[config.mk]
export PLATFORM = sky130hd
export DESIGN_NAME = ip_tcp_option_walker_top
export DESIGN_NICKNAME = d
export VERILOG_FILES = /design/src/rtl/core/itow_pkg.sv /design/src/rtl/core/ip_tcp_option_walker_top.sv /design/src/rtl/core/itow_step.sv
export SDC_FILE = /design/constraint.sdc
export NUM_CORES = 1
export LEC_CHECK = 0
export ABC_AREA = 1
export ABC_CLOCK_PERIOD_IN_PS = 4950
export BUFFER_PORTS_ARGS = -buffer_cell sky130_fd_sc_hd__buf_2
export CAP_MARGIN = 15
export CELL_PAD_IN_SITES_DETAIL_PLACEMENT = 0
export CELL_PAD_IN_SITES_GLOBAL_PLACEMENT = 1
export CORE_ASPECT_RATIO = 1.25
export CORE_UTILIZATION = 46
export DETAILED_ROUTE_END_ITERATION = 7
export GPL_TIMING_DRIVEN = 0
export HOLD_SLACK_MARGIN = 0.05
export PLACE_DENSITY_LB_ADDON = 0.1
export SKIP_LAST_GASP = 1
export SYNTH_ARGS = -nofsm -noshare
export SYNTH_HDL_FRONTEND = slang
export SYNTH_SLANG_ARGS = --single-unit
[constraint.sdc]
create_clock -name clock -period 4.95 [get_ports clock]
set_input_delay 0.495 -clock clock [delete_from_list [all_inputs] [get_ports clock]]
set_output_delay 0.495 -clock clock [all_outputs]
set_load 0.01 [all_outputs]
[src/rtl/core/itow_pkg.sv]
// itow_pkg: shared types and constants for the ip/tcp option walker
// used by itow_step and ip_tcp_option_walker_top; no dependencies

package itow_pkg;

   localparam int unsigned AREA_LEN_W  = 6;
   localparam int unsigned BYTE_W      = 8;

   localparam logic [AREA_LEN_W-1:0] MAX_AREA_BYTES = 6'd40;
   localparam logic [BYTE_W-1:0]     MIN_OPTION_LEN = 8'd2;

   localparam logic [BYTE_W-1:0] KIND_END = 8'd0;
   localparam logic [BYTE_W-1:0] KIND_PAD = 8'd1;

   typedef enum logic [1:0] {
      STATUS_OK      = 2'd0,
      STATUS_END     = 2'd1,
      STATUS_BADLEN  = 2'd2,
      STATUS_OVERRUN = 2'd3
   } walk_status_type;

   typedef enum logic [3:0] {
      PH_STOPPED = 4'b0001,
      PH_KIND    = 4'b0010,
      PH_LEN     = 4'b0100,
      PH_SKIP    = 4'b1000
   } phase_type;

   typedef struct packed {
      logic [BYTE_W-1:0]     data_byte;
      logic                  area_start;
      logic [AREA_LEN_W-1:0] area_length;
   } req_item_type;

   typedef struct packed {
      logic [BYTE_W-1:0]     option_kind;
      logic [BYTE_W-1:0]     option_length;
      logic [AREA_LEN_W-1:0] payload_offset;
      walk_status_type       walk_status;
   } rsp_item_type;

   typedef struct packed {
      phase_type             phase;
      logic [AREA_LEN_W-1:0] bytes_left;
      logic [AREA_LEN_W-1:0] position;
      logic [BYTE_W-1:0]     pending_kind;
      logic [BYTE_W-1:0]     skip_count;
   } walk_state_type;

endpackage

[src/rtl/core/ip_tcp_option_walker_top.sv]
// ip_tcp_option_walker_top: top level of the ip/tcp option walker
// depends on itow_pkg and itow_step
//
// usage
// - the req channel carries one byte of an ipv4 or tcp options area per item;
//   area_start marks the first byte of a new area and area_length gives its size
//   (values above 40 are clipped to 40)
// - the rsp channel carries at most one item per input item: the kind, total
//   length, data offset and status of an option, or an end / bad length /
//   overrun report that stops the walk
// - both channels move an item on a clock edge with valid high and stall low
// - the result appears on rsp in the cycle after its input is accepted
// - throughput: one input item per cycle while req_stall is low; the walk state
//   advances as the byte is taken; the result lands in a single output register
// - when the receiver stalls with a result held, req_stall rises and no new
//   item is taken until that result leaves; bytes with no result still wait
// - synchronous reset stops the walk and empties the output register; bytes
//   arriving before a start byte are dropped silently

module ip_tcp_option_walker_top (
   input  logic                   clock,
   input  logic                   reset,
   input  logic                   req_valid,
   output logic                   req_stall,
   input  itow_pkg::req_item_type req_data,
   output logic                   rsp_valid,
   input  logic                   rsp_stall,
   output itow_pkg::rsp_item_type rsp_data
);

   itow_pkg::walk_state_type state_ff;
   itow_pkg::walk_state_type state_in;
   logic                     rsp_valid_ff;
   logic                     rsp_valid_in;
   itow_pkg::rsp_item_type   rsp_data_ff;
   itow_pkg::rsp_item_type   rsp_data_in;
   logic                     step_emit;
   itow_pkg::rsp_item_type   step_result;
   itow_pkg::walk_state_type step_state;
   logic                     req_accept;

   // per-byte decode of kind, length and skip
   itow_step u_step (
      .cur_state  (state_ff),
      .item       (req_data),
      .next_state (step_state),
      .emit       (step_emit),
      .result     (step_result)
   );

   // held result blocks new items only while the receiver stalls it
   assign req_stall  = rsp_valid_ff & rsp_stall;
   assign req_accept = req_valid & ~req_stall;

   always_comb begin
      state_in     = state_ff;
      rsp_valid_in = rsp_valid_ff;
      rsp_data_in  = rsp_data_ff;
      if (req_accept) begin
         state_in     = step_state;
         rsp_valid_in = step_emit;
         if (step_emit) begin
            rsp_data_in = step_result;
         end
      end else if (~rsp_stall) begin
         rsp_valid_in = 1'b0;
      end
   end

   always_ff @(posedge clock) begin
      if (reset) begin
         state_ff.phase        <= itow_pkg::PH_STOPPED;
         state_ff.bytes_left   <= '0;
         state_ff.position     <= '0;
         state_ff.pending_kind <= '0;
         state_ff.skip_count   <= '0;
         rsp_valid_ff          <= 1'b0;
      end else begin
         state_ff     <= state_in;
         rsp_valid_ff <= rsp_valid_in;
      end
   end

   // payload register, no reset needed
   always_ff @(posedge clock) begin
      rsp_data_ff <= rsp_data_in;
   end

   assign rsp_valid = rsp_valid_ff;
   assign rsp_data  = rsp_data_ff;

endmodule

[src/rtl/core/itow_step.sv]
// itow_step: next walk state and result for one options byte
// depends on itow_pkg

module itow_step (
   input  itow_pkg::walk_state_type cur_state,
   input  itow_pkg::req_item_type   item,
   output itow_pkg::walk_state_type next_state,
   output logic                     emit,
   output itow_pkg::rsp_item_type   result
);

   itow_pkg::walk_state_type        base;
   logic [itow_pkg::AREA_LEN_W-1:0] alen_sat;
   logic [itow_pkg::AREA_LEN_W:0]   avail;
   logic [itow_pkg::BYTE_W-1:0]     skip_dec;
   logic [itow_pkg::BYTE_W-1:0]     b;

   assign b        = item.data_byte;
   assign alen_sat = (item.area_length > itow_pkg::MAX_AREA_BYTES)
                     ? itow_pkg::MAX_AREA_BYTES : item.area_length;
   assign avail    = {1'b0, base.bytes_left} + 7'd1;
   assign skip_dec = (base.skip_count != 8'd0) ? base.skip_count - 8'd1 : 8'd0;

   // a start byte reloads the walk before the byte itself is looked at
   always_comb begin
      if (item.area_start) begin
         base.phase        = itow_pkg::PH_KIND;
         base.bytes_left   = alen_sat;
         base.position     = '0;
         base.pending_kind = '0;
         base.skip_count   = '0;
      end else begin
         base = cur_state;
      end
   end

   always_comb begin
      next_state = base;
      emit       = 1'b0;
      result     = '{option_kind: '0, option_length: '0, payload_offset: '0,
                     walk_status: itow_pkg::STATUS_OK};
      case (base.phase)
         itow_pkg::PH_KIND: begin
            if (base.bytes_left == '0) begin
               next_state.phase = itow_pkg::PH_STOPPED;
            end else if (b == itow_pkg::KIND_END) begin
               next_state.phase   = itow_pkg::PH_STOPPED;
               emit               = 1'b1;
               result.walk_status = itow_pkg::STATUS_END;
            end else if (b == itow_pkg::KIND_PAD) begin
               next_state.position   = base.position + 6'd1;
               next_state.bytes_left = base.bytes_left - 6'd1;
               emit                  = 1'b1;
               result.option_kind    = b;
               result.option_length  = 8'd1;
            end else if (base.bytes_left < 6'd2) begin
               // kind byte last in the area
               next_state.phase   = itow_pkg::PH_STOPPED;
               emit               = 1'b1;
               result.option_kind = b;
               result.walk_status = itow_pkg::STATUS_OVERRUN;
            end else begin
               next_state.pending_kind = b;
               next_state.position     = base.position + 6'd1;
               next_state.bytes_left   = base.bytes_left - 6'd1;
               next_state.phase        = itow_pkg::PH_LEN;
            end
         end
         itow_pkg::PH_LEN: begin
            emit                 = 1'b1;
            result.option_kind   = base.pending_kind;
            result.option_length = b;
            if (b < itow_pkg::MIN_OPTION_LEN) begin
               next_state.phase   = itow_pkg::PH_STOPPED;
               result.walk_status = itow_pkg::STATUS_BADLEN;
            end else if (b > {1'b0, avail}) begin
               next_state.phase      = itow_pkg::PH_STOPPED;
               result.payload_offset = base.position + 6'd1;
               result.walk_status    = itow_pkg::STATUS_OVERRUN;
            end else begin
               next_state.position   = base.position + 6'd1;
               next_state.bytes_left = base.bytes_left - 6'd1;
               next_state.skip_count = b - itow_pkg::MIN_OPTION_LEN;
               next_state.phase      = (b == itow_pkg::MIN_OPTION_LEN)
                                       ? itow_pkg::PH_KIND : itow_pkg::PH_SKIP;
               result.payload_offset = base.position + 6'd1;
            end
         end
         itow_pkg::PH_SKIP: begin
            next_state.skip_count = skip_dec;
            next_state.bytes_left = (base.bytes_left != '0)
                                    ? base.bytes_left - 6'd1 : base.bytes_left;
            next_state.position   = base.position + 6'd1;
            if (skip_dec == 8'd0) begin
               next_state.phase = itow_pkg::PH_KIND;
            end
         end
         default: begin
            next_state = base;
         end
      endcase
   end

endmodule
; ---- After elaboration in Yosys (flattened, before gate mapping)
; Index checks and enable logic that the tools add are counted.
[totals]
ff_bits = 57
input_bits = 19
out_inout_bits = 26
elab_cells = 80
[classes]
add_sub_neg = 5
magnitude_cmp = 4
n_eq_ne = 6
mux = 44
bitwise = 4
reduce_logical = 7
[ops]
columns = operator, n
row1 = 2-to-1 mux 20 bit, 3
row2 = 2-to-1 mux 8 bit, 7
row3 = case mux 16 bit (3 select lines), 1
row4 = 2-to-1 mux 12 bit, 3
row5 = 2-to-1 mux 16 bit, 2
row6 = 2-to-1 mux 32 bit, 1
row7 = case mux 16 bit (2 select lines), 1
row8 = 2-to-1 mux 4 bit, 7
row9 = zero test 8 bit, 2
row10 = case mux 8 bit (2 select lines), 1
row11 = 2-to-1 mux 2 bit, 6
row12 = 2-to-1 mux 6 bit, 2
row13 = "equality test 8 x 1 -> 1 bit, second input constant", 1
row14 = "equality test 8 x 2 -> 1 bit, second input constant", 1
row15 = greater-than comparator 8 x 7 -> 1 bit, 1
row16 = "< comparator 8 x 2 -> 1 bit, second input constant", 1
row17 = nonzero test 8 bit, 1
row18 = "subtractor 8 x 1 -> 8 bit, second input constant", 1
row19 = "subtractor 8 x 2 -> 8 bit, second input constant", 1
row20 = "adder 6 x 1 -> 7 bit, second input constant", 1
row21 = 2-to-1 mux 1 bit, 7
row22 = "adder 6 x 1 -> 6 bit, second input constant", 1
row23 = "greater-than comparator 6 bit, second input constant", 1
row24 = zero test 6 bit, 1
row25 = other kinds (14), 16

; ---- Longest topological paths before layout
; Gate-level depths: netlist (run 1).
[depth]
word_depth = 10
depth_mapped = 24
depth_no_buf = 24

; ---- By module
; A second synthesis (run 1) with hierarchy kept.
[hier_totals]
cells_unflattened = 628
hier_area_um2 = 4314.1
[modules_own_cells]
columns = mod, n_inst, cells_each, area_per_inst_um2, seq_area_each_um2
row1 = ip_tcp_option_walker_top, 1, 242, 2260.9, 1381.3
row2 = itow_step, 1, 386, 2053.2, 0.0

; ---- Worst setup path after synthesis (run 1)
; No wires, ideal clock.
[synth_timing]
path_kind = input to register
start = in req_data[6] in the netlist's numbering
end = reg rsp_data_ff, in the netlist rsp_data[0] (enable)
setup_ps = 415
arrival_ps = 3111
required_ps = 4535
path_slack_ps = 1425
path_stages = 11
cell_sequence = buf_6 > buf_2 > nand4_1 > o21ai_1 > inv_1 > ha_1 > nand3_1 > nor2_4 > nor2_2 > nand2_1 > a21oi_1
[synth_between]
elab_chain_cells = 8
word_cells_on_any_way = 11
[synth_rtl]
columns = item, line
row1 = start: declaration, ip_tcp_option_walker_top.sv:25  ; input itow_pkg::req_item_type req_data,
row2 = 2-to-1 mux 32 bit *, itow_step.sv:26  ; if (item.area_start) begin
row3 = < comparator 6 x 2 -> 1 bit, itow_step.sv:56  ; end else if (base.bytes_left < 6'd2) begin
row4 = 2-to-1 mux 1 bit, itow_step.sv:56
row5 = 2-to-1 mux 1 bit, itow_step.sv:50  ; end else if (b == itow_pkg::KIND_PAD) begin
row6 = 2-to-1 mux 1 bit, itow_step.sv:46  ; end else if (b == itow_pkg::KIND_END) begin
row7 = 2-to-1 mux 1 bit, itow_step.sv:44  ; if (base.bytes_left == '0) begin
row8 = case mux 1 bit (2 select lines) *, itow_step.sv:42  ; case (base.phase)
row9 = AND reduction 2 bit (no line) *, n/a
row10 = end signal: assignment, ip_tcp_option_walker_top.sv:86  ; rsp_data_ff <= rsp_data_in;
row11 = end: declaration, ip_tcp_option_walker_top.sv:35  ; itow_pkg::rsp_item_type rsp_data_ff;
; Every way passes the cells marked *; elsewhere a longest branch is shown, timed or not.
; A chain may end at the register's enable or synchronous reset.

; ---- Final worst setup path (run 1)
[layout_timing]
start = in req_data[6] in the netlist's numbering
end = reg state_ff[23] in the netlist's numbering
[layout_between]
elab_chain_cells = 7
word_cells_on_any_way = 18
[layout_rtl]
columns = item, line
row1 = 2-to-1 mux 32 bit *, itow_step.sv:26
row2 = "parallel branches: the longest is 5 deep, another holds greater-than comparator 8 x 7 -> 1 bit", n/a
row3 = case mux 16 bit (3 select lines) *, itow_step.sv:42
row4 = end signal: assignment, ip_tcp_option_walker_top.sv:79  ; state_ff <= state_in;
row5 = end: declaration, ip_tcp_option_walker_top.sv:31  ; itow_pkg::walk_state_type state_ff;
; Every way passes the cells marked *.

==> results.md, run 1 <==
- Gp weighted congestion: 0.9576
- Sequential share of power: 38.5%
- Clock transition at path regs: 0.08 ns
- 1st-iter DRT viols: 236
- PD cells: 302.4 nW/µm²
- Distinct cells, synth: 40
- Hold Buf Count CTS: 0
- Clock Latency Late Sink: 0.36 ns
- Share of layout cells above drive strength 1: 16.45%
- Max cap viols: 0
- Clock network fraction of design power: 39.8%
- Max IR drop VDD: 0.1535 mV
- Placed cell count: 701
- Placeable Area: 8194 µm²
- CTS Root Cell: clkbuf_8
- Ports: 45
- Crit path buf inv count: 4
- Switching Power: 415.1 µW
- HPWL after detailed placement: 8500 µm
- CP max FO: 10
- DR pass1 iterations: 7
- Initial core utilization: 47.17%
- Setup violations, final: 0
- Post-route ant nets: 0
- FP Rows: 37
- Worst-case clock buffer depth: 2
- Headroom to the max-slew limit: 48.84%
- Hold Fails Final Rpt: 0
- Mean Syn Cell Area: 6.914 µm²
- Post-synth net total: 591
- Fin crit period: 3.652 ns
- Failing checks: design-rule violations
- Die height: 104.5 µm
- #FFs+latches synth: 57
- All-Layer GR Usage: 27.19%
- CP Class: in2reg
- Via/cell ratio: 5.464
- Crit path DAT: 3.91 ns
- CTS tree: done
- Final net count: 647
- Slew @ Worst Pin: 0.7632 ns
- Min-delay worst type: reg2reg
- Depth of the CTS H-tree: 3
- Register area share after synthesis: 35.74%
- Max Slew Vio Count: 0
- CP Cell Sequence: buf_2, buf_6, buf_2, nand4_1, o21ai_1, ha_1, nand3_1, nor2_1, nand2_1, ha_1, or2_2, nor2_1, nand2_1, nand2_1, nand2_1, nand2_1, nand2_2, a21oi_1, nand2_1, nand2_1, nand3_1, nand2_1, inv_1
- Cts bufs inserted: 9
- WL final: 11,350 µm
- N_diodes: 0
- Peak Freq: 273.8 MHz
- Prevailing post-synth register cell: dfxtp_1
- Top cell by count, worst path: nand2_1
- Worst EP required: 5.21 ns
- Layout overhead on the synthesized area: 15.38%
- Portion of total power attributed to combinational logic: 21.7%
- Post-synth EDFFs: 24
- CTS Sinks: 57
- Setup Total Neg Slack: 0 ns
- DR DRC count: 11
- Largest net degree at the start of global routing: 15
- RSZ-0062 raised after global routing: no
- Final cell count without fillers: 717
- Setup bufs post-CTS: 0
- WHS: 0.4699 ns
- Vias in the first global route: 3,679
- Wire length of the first global-routing pass: 18,270 µm
- Status: finished with violations
- Die Wd: 83.99 µm
- P_leak: 0.002034 µW
- Post-CTS resize count: 0
- DR vias: 3,918
- Period utilisation layout: 73.78%
- CP max stage cell: buf_2
- Fin Clk Skew: 0.01119 ns
- Initial antenna violation count: 0
- CP max stage delay: 0.30 ns
- Worst Min Path Start: state_ff[15]
- Int Power: 933.4 µW
- Switching share of power: 30.78%
- Ys Warns: 0
- Syn Inst Count: 559
- Port-buffer cells: 44
- Crit-path leading delay family: simple AND/OR/NAND/NOR gates
- Fraction of registers with async set/reset: 0%
- Setup crit end kind: register
- WL per Instance: 15.83 µm
- Crit path from: req_data[6]
- Startpoint types: primary input
- Synth Cell Area: 3865 µm²
- Grt ovf: 0
- Post-layout util: 54.42%
- R2R Path Start: state_ff[22]
- Die ar.: 8775 µm²
## cells in the final DEF, fill, tap and decap left out, drive strengths merged, types with 8 or more instances in the layout
cell type and n:
nand2 150, inv 74, nor2 74, buf 50
a21oi 47, nand3 42, dfxtp 33, o21ai 32
edfxtp 24, clkbuf 20, ha 13, nor3 10
xor2 9, o22ai 8, o211ai 8
## registers in the layout (all words and copies together) (netlist names)
register / cells
state_ff: 32
rsp_data: 24
rsp_valid: 1
## path summary, 6_finish.rpt
kind                                      to  slack, ns  cells after the start
worst min register to register  state_ff[15]       0.47                      2
worst max register to register  state_ff[23]       1.74                     20
worst max-delay path            state_ff[23]       1.30                     23
worst min-delay path            state_ff[15]       0.47                      2
## routing by layer
layer  share of wire [%]  vias up  track usage, %
li1                    -     1946               -
met1                  44     1807           33.08
met2                  48      134           45.43
met3                 4.9       31           4.841
met4                 3.4        0           14.53
met5                   0        -               0
## per-stage QoR
stage	cell area (µm²)	total power [µW]	setup slack (ns)
2_1_floorplan	3865	735.2	1.425
3_3_place_gp	4207	814.2	0.2326
3_5_place_dp	4225	817.3	0.9677
4_1_cts	4459	1351	1.342
5_1_grt	4459	1410	1.014
6_report	4459	1348	1.298
## synthesized netlist by cell type (2+ instances only)
library cell,count,share of area (%)
a21oi_1,46,6.0
a41oi_1,2,0.45
buf_6,3,0.87
clkbuf_1,10,0.97
dfxtp_1,33,17
edfxtp_1,24,19
ha_1,13,4.2
inv_1,66,6.4
inv_2,8,0.78
nand2_1,139,13
nand2_2,8,1.3
nand2_4,3,0.87
nand3_1,41,5.3
nand4_1,5,0.81
nor2_1,65,6.3
nor2_2,6,0.97
nor2_4,3,0.87
nor3_1,6,0.78
nor3_2,3,0.78
o211ai_1,8,1.6
o21ai_0,27,3.5
o21ai_1,3,0.39
o21ai_2,2,0.45
o221ai_1,2,0.45
o22ai_1,8,1.3
xnor2_1,3,0.68
xor2_1,9,2.0
## layout make-up
class / instances / area, µm²
inverter: 75 / 281.5
multi-input combinational: 412 / 2126
clock inverter: 6 / 106.4
timing repair buffer: 45 / 235.2
fill: 856 / 3735
sequential: 57 / 1381
tap: 97 / 121.4
clock buffer: 10 / 127.6
buffer: 15 / 80.08
## tightest hold or removal path, stage by stage, from the launching register on
cell and delay [ns]:
dfxtp_1 0.31, nand2_1 0.06, a21oi_1 0.05
## kinds of logic after synthesis
group / after synthesis / synth area share [%]
simple gates: 284 / 32.66
compound gates: 103 / 15.31
buf+inv: 90 / 9.356
flops: 57 / 35.74
fa+ha+maj: 13 / 4.209
xor+xnor: 12 / 2.720
## power by group through the flow
| stage | combinational (µW) | sequential (µW) | clock, µW |
|---|---|---|---|
| 5_1_grt | 329 | 521 | 560 |
| 2_1_floorplan | 207 | 529 | 0 |
| 3_3_place_gp | 285 | 529 | 0 |
| 3_5_place_dp | 288 | 529 | 0 |
| 6_report | 293 | 519 | 537 |
| 4_1_cts | 290 | 519 | 543 |
(Power assumes the default switching activity.)
==> run 2: changes to the inputs <==
ABC_CLOCK_PERIOD_IN_PS = 3600   (was 4950)
CORE_UTILIZATION = 42   (was 46)
clock period = 3.6 ns   (was 4.95 ns; I/O delays follow)
==> run 2 against run 1 <==
Compared with the run above:
- the flow now finishes without violations
- sequential cell count did not move
- routed wire length fell by 2.4%
- count of clock-buffer cells in the layout rose by 1
- combinational power rose by 37%
- register-to-register slack got worse by 1.2 ns
- non-clock buffer count fell by 1
- clock skew barely moved
- global-route usage fell by 2.2 points
==> results.md, run 2 (synthesis results as in run 1) <==
- Setup Total Neg Slack: 0 ns (unchanged)
- CP max stage delay: 0.26 ns (-0.04 ns)
- Placeable Area: 8796 µm² (+7.3%)
- Portion of total power attributed to combinational logic: 22.9% (+1.2 points)
- Setup crit end kind: register
- Worst setup margin: 0.4141 ns (-0.8840 ns)
- Worst EP required: 3.84 ns (-1.37 ns)
- Crit path DAT: 3.43 ns (-0.48 ns)
- DR pass1 iterations: 5 (-2)
- Switching Power: 543.1 µW (+31%)
- Max IR drop VDD: 0.1834 mV (+19%)
- Initial core utilization: 43.94% (-3.2 points)
- Sequential share of power: 40.7% (+2.2 points)
- Slew @ Worst Pin: 0.8746 ns (+0.1114 ns)
- CP max stage cell: ha_1
- Dpl ws: -0.2308 ns (-1.198 ns)
- CTS Root Cell: clkbuf_8
- CP Cell Sequence: buf_2, buf_6, nand2_1, inv_1, nand3_1, nand2_2, nand3_1, nor3_1, xnor2_1, ha_1, a21oi_1, nor2_1, nor2_1, nand2_1, nand2_1, nand2_1, nand2_1, nand2_2, a21oi_1, nand2_1, nand2_1, nand3_1, nand2_1, inv_1
- Ports: 45 (unchanged)
- 1st-iter DRT viols: 229 (-3.0%)
- CTS Sinks: 57 (unchanged)
- Depth of the CTS H-tree: 3 (unchanged)
- Clock Latency Late Sink: 0.34 ns (-0.02 ns)
- WL per Instance: 15.00 µm (-5.2%)
- Die Wd: 87.80 µm (+4.5%)
- Via/cell ratio: 5.214 (-4.6%)
- Setup violations, final: 0 (unchanged)
- Die height: 109.3 µm (+4.6%)
- Hold Fails Final Rpt: 0 (unchanged)
- Max reg flops: 32 (unchanged)
- PD cells: 393.7 nW/µm² (+30%)
- Switching share of power: 30.98% (+0.20 points)
- Port-buffer cells: 44 (unchanged)
- CTS tree: done
- CP max FO: 19 (+9)
- Final net count: 646 (-0.15%)
- Startpoint types: primary input
- Clock transition at path regs: 0.07 ns (about the same)
- RSZ-0062 raised after global routing: no
- P_leak: 0.002019 µW (-0.75%)
- Most common cell after layout, fill and taps aside: nand2_1
- All-Layer GR Usage: 25.01% (-2.2 points)
- Share of layout cells above drive strength 1: 16.18% (-0.27 points)
- Wire length of the first global-routing pass: 17,780 µm (-2.7%)
- DR DRC count: 0 (-11)
- Largest net degree at the start of global routing: 15 (unchanged)
- Cts bufs inserted: 9 (unchanged)
- Clock network fraction of design power: 36.4% (-3.4 points)
- Die ar.: 9592 µm² (+9.3%)
- Vias in the first global route: 3,484 (-5.3%)
- Commonest cells after routing, fill and taps aside: nand2_1, inv_1, nor2_1
- Period utilisation layout: 88.50%
- DR vias: 3,848 (-1.8%)
- Top cell by count, worst path: nand2_1
- Peak Freq: 313.9 MHz
- Initial antenna violation count: 0 (unchanged)
- Layout overhead on the synthesized area: 15.22%
- Gp weighted congestion: 0.8468 (-12%)
- Top reg by flops: state_ff
- Headroom to the max-slew limit: 41.38% (-7.5 points)
- Worst-case clock buffer depth: 2 (unchanged)
- FP Rows: 38 (+2.7%)
- Fin Clk Skew: 0.01074 ns (-0.0004479 ns)
- WL final: 11,070 µm (-2.4%)
- Status: finished clean
- Fin crit period: 3.186 ns
- Max cap viols: 0 (unchanged)
- Post-route ant nets: 0 (unchanged)
- Max Slew Vio Count: 0 (unchanged)
- HPWL after detailed placement: 8593 µm (+1.1%)
- Int Power: 1210 µW (+30%)
- Min-delay worst type: in2reg
- N_diodes: 0 (unchanged)
- CP Class: in2reg
- Grt ovf: 0 (unchanged)
==> run 2: cell count changes in the layout (fill, tap and decap cells not counted), sizes merged <==
cell      delta
buf          -1
bufinv       -1
clkbuf       +1
clkinvlp     -1
==> run 2: critical path, delay by kind of cell <==
| kind | cells | cell delay, ns |
|---|---|---|
| buffers and inverters | 4 | 0.50 |
| adders and majority gates | 1 | 0.26 |
| AOI/OAI and AO/OA | 2 | 0.37 |
| xor gates and xnor gates | 1 | 0.15 |
| and+or+nand+nor | 16 | 1.78 |
==> run 2: per-stage QoR <==
stage	std cells	util, %	instance area, µm²	power (µW)	hold WS, ns
floorplan	559	-	3865	1011	0.4453
detailed placement	724	48.36	4254	1125	0.4551
finish	738	50.63	4453	1753	0.3783
CTS	739	50.64	4454	1765	0.3774
global placement	723	48.15	4235	1122	0.4516
global route	738	50.63	4453	1843	0.4148
==> run 2: per-layer routing <==
layer  part of all wire (%)  track usage (%)  vias to the layer above
met1                     44            30.30                     1746
met2                     48            41.69                      123
met4                    3.7            13.00                        0
met5                      0                0                        -
li1                       -                -                     1951
met3                    4.8            4.769                       28
==> run 2: final cells by class <==
cell class	instances	area [µm²]
buffer	14	75.07
sequential	57	1381
clock inverter	4	68.82
timing repair buffer	45	235.2
inverter	75	281.5
fill	917	4343
clock buffer	11	131.4
multi-input combinational	412	2130
tap	120	150.1
==> run 2: worst paths after layout <==
check            endpoint  slack, ns         start  depth (start not counted)
max reg2reg  state_ff[23]       0.54  state_ff[22]                         20
min reg2reg   state_ff[9]       0.46   state_ff[9]                          2
min             rsp_valid       0.38     rsp_stall                          5
max          state_ff[23]       0.41   req_data[6]                         24
==> run 2: repair_timing <==
item,in CTS,in global routing
buffers inserted,0,0
gates resized for setup,0,1
hold buffers,0,0
endpoints found under the setup margin,0,8
==> run 2: power by group through the flow <==
stage | Clock, µW | Combinational (µW) | Sequential (µW)
after CTS | 651 | 400 | 714
after detailed placement | 0 | 397 | 728
after global routing | 676 | 450 | 717
after floorplan | 0 | 284 | 727
final | 638 | 402 | 714
after global placement | 0 | 395 | 727
